File: config.mk
export PLATFORM = sky130hd
export DESIGN_NAME = tbd_queue
export DESIGN_NICKNAME = d
export VERILOG_FILES = /design/src/sv/tbd_pkg.sv /design/src/sv/tbd_queue.sv
export VERILOG_INCLUDE_DIRS = /design/src /design/src/sv
export SDC_FILE = /design/constraint.sdc
export NUM_CORES = 1
export LEC_CHECK = 0
export BUFFER_PORTS_ARGS = -buffer_cell sky130_fd_sc_hd__buf_4
export CAP_MARGIN = 20
export CORE_MARGIN = 1
export CORE_UTILIZATION = 56
export DETAILED_ROUTE_END_ITERATION = 8
export PLACE_DENSITY = 0.91
export SYNTH_ARGS = -nofsm -noshare
export SYNTH_HDL_FRONTEND = slang
export SYNTH_SLANG_ARGS = --single-unit
File: constraint.sdc
create_clock -name clock -period 8.3 [get_ports clock]
set_input_delay 1.245 -clock clock [delete_from_list [all_inputs] [get_ports clock]]
set_output_delay 1.245 -clock clock [all_outputs]
set_load 0.03 [all_outputs]
File: src/sv/assert_macros.svh
// assertion macros shared by the tea block decrypt rtl
// no dependencies; included by the files that carry assertions
`ifndef ASSERT_MACROS_SVH
`define ASSERT_MACROS_SVH

// property that must hold at every clock edge outside reset
`define TBD_ASSERT(label, clk, rst, prop) \
   label: assert property (@(posedge clk) disable iff (rst) (prop)) \
      else $error("tea block decrypt: assertion failed");

// condition in one cycle implies a result in the next cycle
`define TBD_ASSERT_NEXT(label, clk, rst, pre, post) \
   label: assert property (@(posedge clk) disable iff (rst) (pre) |=> (post)) \
      else $error("tea block decrypt: assertion failed");

`endif

File: src/sv/tbd_pkg.sv
// package for the tea block decrypt: types, key constants, round functions
// no dependencies
package tbd_pkg;

   localparam int unsigned DEFAULT_ROUNDS = 32;
   localparam int unsigned WORD_WIDTH = 32;
   localparam int unsigned QUEUE_DEPTH = 2;
   localparam int unsigned CSR_INDEX_WIDTH = 2;

   localparam logic [WORD_WIDTH-1:0] TEA_DELTA = 32'h9e37_79b9;

   localparam logic [WORD_WIDTH-1:0] KEY_0_RESET = 32'h2016_0903;
   localparam logic [WORD_WIDTH-1:0] KEY_1_RESET = 32'hfafb_fcfd;
   localparam logic [WORD_WIDTH-1:0] KEY_2_RESET = 32'h2016_0708;
   localparam logic [WORD_WIDTH-1:0] KEY_3_RESET = 32'heaeb_eced;

   // register indexes of the config port
   localparam logic [CSR_INDEX_WIDTH-1:0] CSR_KEY_WORD_0 = 2'd0;
   localparam logic [CSR_INDEX_WIDTH-1:0] CSR_KEY_WORD_1 = 2'd1;
   localparam logic [CSR_INDEX_WIDTH-1:0] CSR_KEY_WORD_2 = 2'd2;
   localparam logic [CSR_INDEX_WIDTH-1:0] CSR_KEY_WORD_3 = 2'd3;

   typedef logic [WORD_WIDTH-1:0] word_type;

   typedef struct packed {
      word_type hi;
      word_type lo;
   } block_type;

   typedef struct packed {
      word_type k0;
      word_type k1;
      word_type k2;
      word_type k3;
   } key_type;

   // head of the input queue as seen by the round pipeline
   typedef struct packed {
      logic      valid;
      block_type data;
   } head_type;

   // running sum of one round, worked out at elaboration
   function automatic word_type round_sum(int unsigned rounds, int unsigned round_idx);
      logic [63:0] prod;
      prod = 64'(rounds - round_idx) * 64'(TEA_DELTA);
      return prod[WORD_WIDTH-1:0];
   endfunction

   function automatic word_type mix_half(word_type w, word_type sum, word_type kl,
                                         word_type kr);
      return ((w << 4) + kl) ^ (w + sum) ^ ((w >> 5) + kr);
   endfunction

endpackage

File: src/sv/tbd_queue.sv
// input queue of the tea block decrypt: takes items and holds them for the rounds
// depends on tbd_pkg and assert_macros.svh
`include "assert_macros.svh"

module tbd_queue (
   input  logic               clock,
   input  logic               reset,
   input  logic               push,
   input  tbd_pkg::block_type push_data,
   output logic               full,
   input  logic               pop,
   output tbd_pkg::head_type  head
);

   localparam int unsigned DEPTH = tbd_pkg::QUEUE_DEPTH;
   localparam int unsigned PTR_W = (DEPTH > 1) ? $clog2(DEPTH) : 1;
   localparam int unsigned CNT_W = $clog2(DEPTH + 1);
   localparam logic [PTR_W-1:0] LAST_PTR = PTR_W'(DEPTH - 1);
   localparam logic [CNT_W-1:0] FULL_CNT = CNT_W'(DEPTH);

   tbd_pkg::block_type mem_ff [DEPTH];
   logic [PTR_W-1:0] wr_ptr_ff, wr_ptr_in;
   logic [PTR_W-1:0] rd_ptr_ff, rd_ptr_in;
   logic [CNT_W-1:0] count_ff, count_in;

   assign full = (count_ff == FULL_CNT);
   assign head.valid = (count_ff != '0);
   assign head.data = mem_ff[rd_ptr_ff];

   always_comb begin
      wr_ptr_in = wr_ptr_ff;
      rd_ptr_in = rd_ptr_ff;
      count_in = count_ff;
      if (push) begin
         wr_ptr_in = (wr_ptr_ff == LAST_PTR) ? '0 : wr_ptr_ff + 1'b1;
      end
      if (pop) begin
         rd_ptr_in = (rd_ptr_ff == LAST_PTR) ? '0 : rd_ptr_ff + 1'b1;
      end
      if (push && !pop) begin
         count_in = count_ff + 1'b1;
      end else if (pop && !push) begin
         count_in = count_ff - 1'b1;
      end
   end

   always_ff @(posedge clock) begin
      if (reset) begin
         wr_ptr_ff <= '0;
         rd_ptr_ff <= '0;
         count_ff <= '0;
      end else begin
         wr_ptr_ff <= wr_ptr_in;
         rd_ptr_ff <= rd_ptr_in;
         count_ff <= count_in;
      end
   end

   always_ff @(posedge clock) begin
      if (push) begin
         mem_ff[wr_ptr_ff] <= push_data;
      end
   end

   `TBD_ASSERT(a_count_bounded, clock, reset, count_ff <= FULL_CNT)
   `TBD_ASSERT(a_no_pop_empty, clock, reset, !pop || count_ff != '0)
   `TBD_ASSERT(a_no_push_full, clock, reset, !push || count_ff != FULL_CNT)

endmodule

==> flow_metrics.tcl <==
set metrics [dict create \
    whs_ps 518 \
    die_area_um2 9040 \
    worstSkewPairLatency_ps 500 \
    tightest_slew_ps 850 \
    synth_nets 290 \
    synthXorXnorAreaFrac_pct 0.722 \
    grt_max_degree 36 \
    synth.yosys.warnings 0 \
    dp_hpwl_um 5430 \
    power.leakage_nw 2.47 \
    start_util_pct 58.4 \
    fp.coreArea_um2 8300 \
    n_antenna_cell 0 \
    drc_errors 0 \
    hp-class "register to register" \
    fin_ws_ps 4630 \
    finalPower_mw 1.74 \
    final_area_um2 6510 \
    peakVddDrop_v 0.000148 \
    gr-total-overflow 0 \
    synth.avg_cell_area_um2 21.9 \
    synthTopCellsByArea "edfxtp_1 79%, mux2_2 15%, dfxtp_1 2.1%" \
    wl_per_cell_um 17.3 \
    path_clk_slew_ps 60 \
    synth_compound_area_share_pct 0.206 \
    synthMuxAreaShare_pct 14.9 \
    dieWidth_um 95.1 \
    hold_end "count_ff[1]" \
    r2r_start "wr_ptr_ff" \
    clk_path_buf_depth 2 \
    synth-adder-area-share_pct 0.258 \
    stdcell_count 487 \
    synth_top_family_by_area "multiplexers" \
    hold_depth 2 \
    rr_worst_depth 2 \
    cap_violations 0 \
    fin_setup_tns_ps 0 \
    drt-initial-drc-count 119 \
    routed_wirelength_um 8450 \
    dr.pass1.iters 5 \
    crit_buf_inv 2 \
    cts_resized 0 \
    rsz0062_at_grt "no" \
    crit_path_cell_trace "buf_4 -> mux2_2 -> buf_4" \
    async_reset_ff_share_pct 0 \
    vias_per_cell 5.16 \
    ant_nets 0 \
    ys_top_cells_by_count "128 x edfxtp_1, 64 x mux2_2, 6 x buf_6, 5 x dfxtp_1, 4 x nor2_1" \
    cts_tree "built" \
    cp_slowest_cell "dfxtp_2" \
    io_buffers 133 \
    required_ps 7050 \
    fin_skew_ps 7.65 \
    grt_pass1_vias 2555 \
    rows 33 \
    fillers 433 \
    vias 2514 \
    ctsHoldBuffers 0 \
    yosys.area_share.simple_pct 1.01 \
    p_per_area_nw_per_um2 267 \
    grt_pass1_wl_um 12400 \
    syn_area_um2 4850 \
    drive_gt1_share_pct 61.8 \
    crit_path_end_kind "primary output" \
    cts.sinks 133 \
    max_freq_ghz 0.272 \
    h-tree-depth 4 \
    syn-instance-count 221 \
    die_height_um 95.1 \
    finalCritPeriodShare_pct 44.3 \
    min_from "count_ff[1]" \
    cts_made_buffers 17 \
    hold_viol 0 \
    status "completed" \
    post_cts_buffers 0 \
    path_delay_family "flip-flops" \
    synth_seq_area_share_pct 81.3 \
    fin_util_pct 78.4 \
    synth_top_cell_area_share_pct 79.3 \
    synth_cell_types 17 \
    r2r_setup_slack_ps 6350 \
    pin_count 134 \
    max_stage_delay_ps 810 \
    synth_ff_type "edfxtp_1" \
    placed_area_um2 5940 \
    gp_congestion 0.656 \
    slew_headroom_pct 43.2 \
    period_minus_slack_ps 3670 \
    setup_viol 0 \
    yosysMostFrequentCell "edfxtp_1" \
    crit_top_cell "buf_4" \
    syn2layout_area_growth_pct 34.2 \
    crit_fanout 35 \
    synth-seq-cells 133 \
    grtUsageTotal_pct 19.7 \
    antenna_found_initial 0 \
    root_buffer "clkbuf_8" \
    r2r_end "mem_ff[1][48]" \
    post-place-ws_ps 5130 \
    crit_type "register to primary output" \
    yosys.area.top_type "edfxtp_1" \
    dp.cells 455 \
    worstPathArrival_ps 2430 \
    start_kind "register" \
    drv_slew 0 \
    synth-edff-count 128 \
    nets 438 \
]
[tightest hold or removal path, cell delays in order, from the launching register on]
cell,delay (ps)
dfxtp_1,320
o21ai_0,90
a21oi_1,70
[layout make-up]
class	instances	area [um2]	share of cell area, %
multi-input cells	80	836	12.8
well taps	105	131	2.02
clock inverters	14	153	2.35
clock buffers	18	418	6.42
inverters	1	3.75	0.0577
flip-flops and latches	133	3950	60.6
repair buffers	136	1020	15.7
[routing by layer]
metal / share of wire (%) / wire [um] / track usage (%) / vias up
met5: 0 / 0 / 0 / -
met4: 2.1 / 178 / 9.47 / 0
met3: 6.3 / 532 / 6.94 / 21
met2: 53 / 4470 / 32.8 / 116
met1: 39 / 3270 / 22.8 / 1210
li1: - / - / - / 1167
[logic make-up after synthesis]
family	after synthesis
AOI/OAI and AO/OA	2
muxes	64
adders and majority gates	1
xor gates and xnor gates	4
buffers and inverters	8
DFF	133
and+or+nand+nor	9
[placed cells by master (no fill, tap or decap), types with 2 or more instances in the layout]
| master | synthesis | final |
|---|---|---|
| buf_4 | 1 | 136 |
| bufinv_16 | 0 | 2 |
| clkbuf_16 | 0 | 16 |
| clkinv_2 | 0 | 2 |
| clkinv_4 | 0 | 3 |
| clkinvlp_4 | 0 | 4 |
| dfxtp_1 | 5 | 4 |
| edfxtp_1 | 128 | 128 |
| inv_6 | 0 | 3 |
| mux2_2 | 64 | 64 |
| nor2_1 | 4 | 4 |
| xnor2_1 | 2 | 2 |
| xor2_1 | 2 | 2 |
[where the power goes]
group / internal (mW) / switching, mW / total [mW]
sequential: 0.783 / 0.0168 / 0.800
combinational: 0.104 / 0.136 / 0.241
clock: 0.429 / 0.270 / 0.700
[state kept, by name, summed over array words and instances (netlist names), named ones only]
signal / flops
count_ff: 2
mem_ff: 128
rd_ptr_ff: 1
wr_ptr_ff: 1
[how the worst max path moves through the flow]
stage | startpoint | endpoint | slack (ps) | depth (start not counted)
final | register | head[57] | 4630 | 3
after global routing | register | head[26] | 4480 | 3
after CTS | register | head[29] | 4580 | 3
after detailed placement | register | head[29] | 5130 | 3
after global placement | register | head[26] | 5160 | 3
after floorplan | push | mem_ff[0][0] | 3750 | 1
Note: power is estimated with default switching activity, not from simulation.
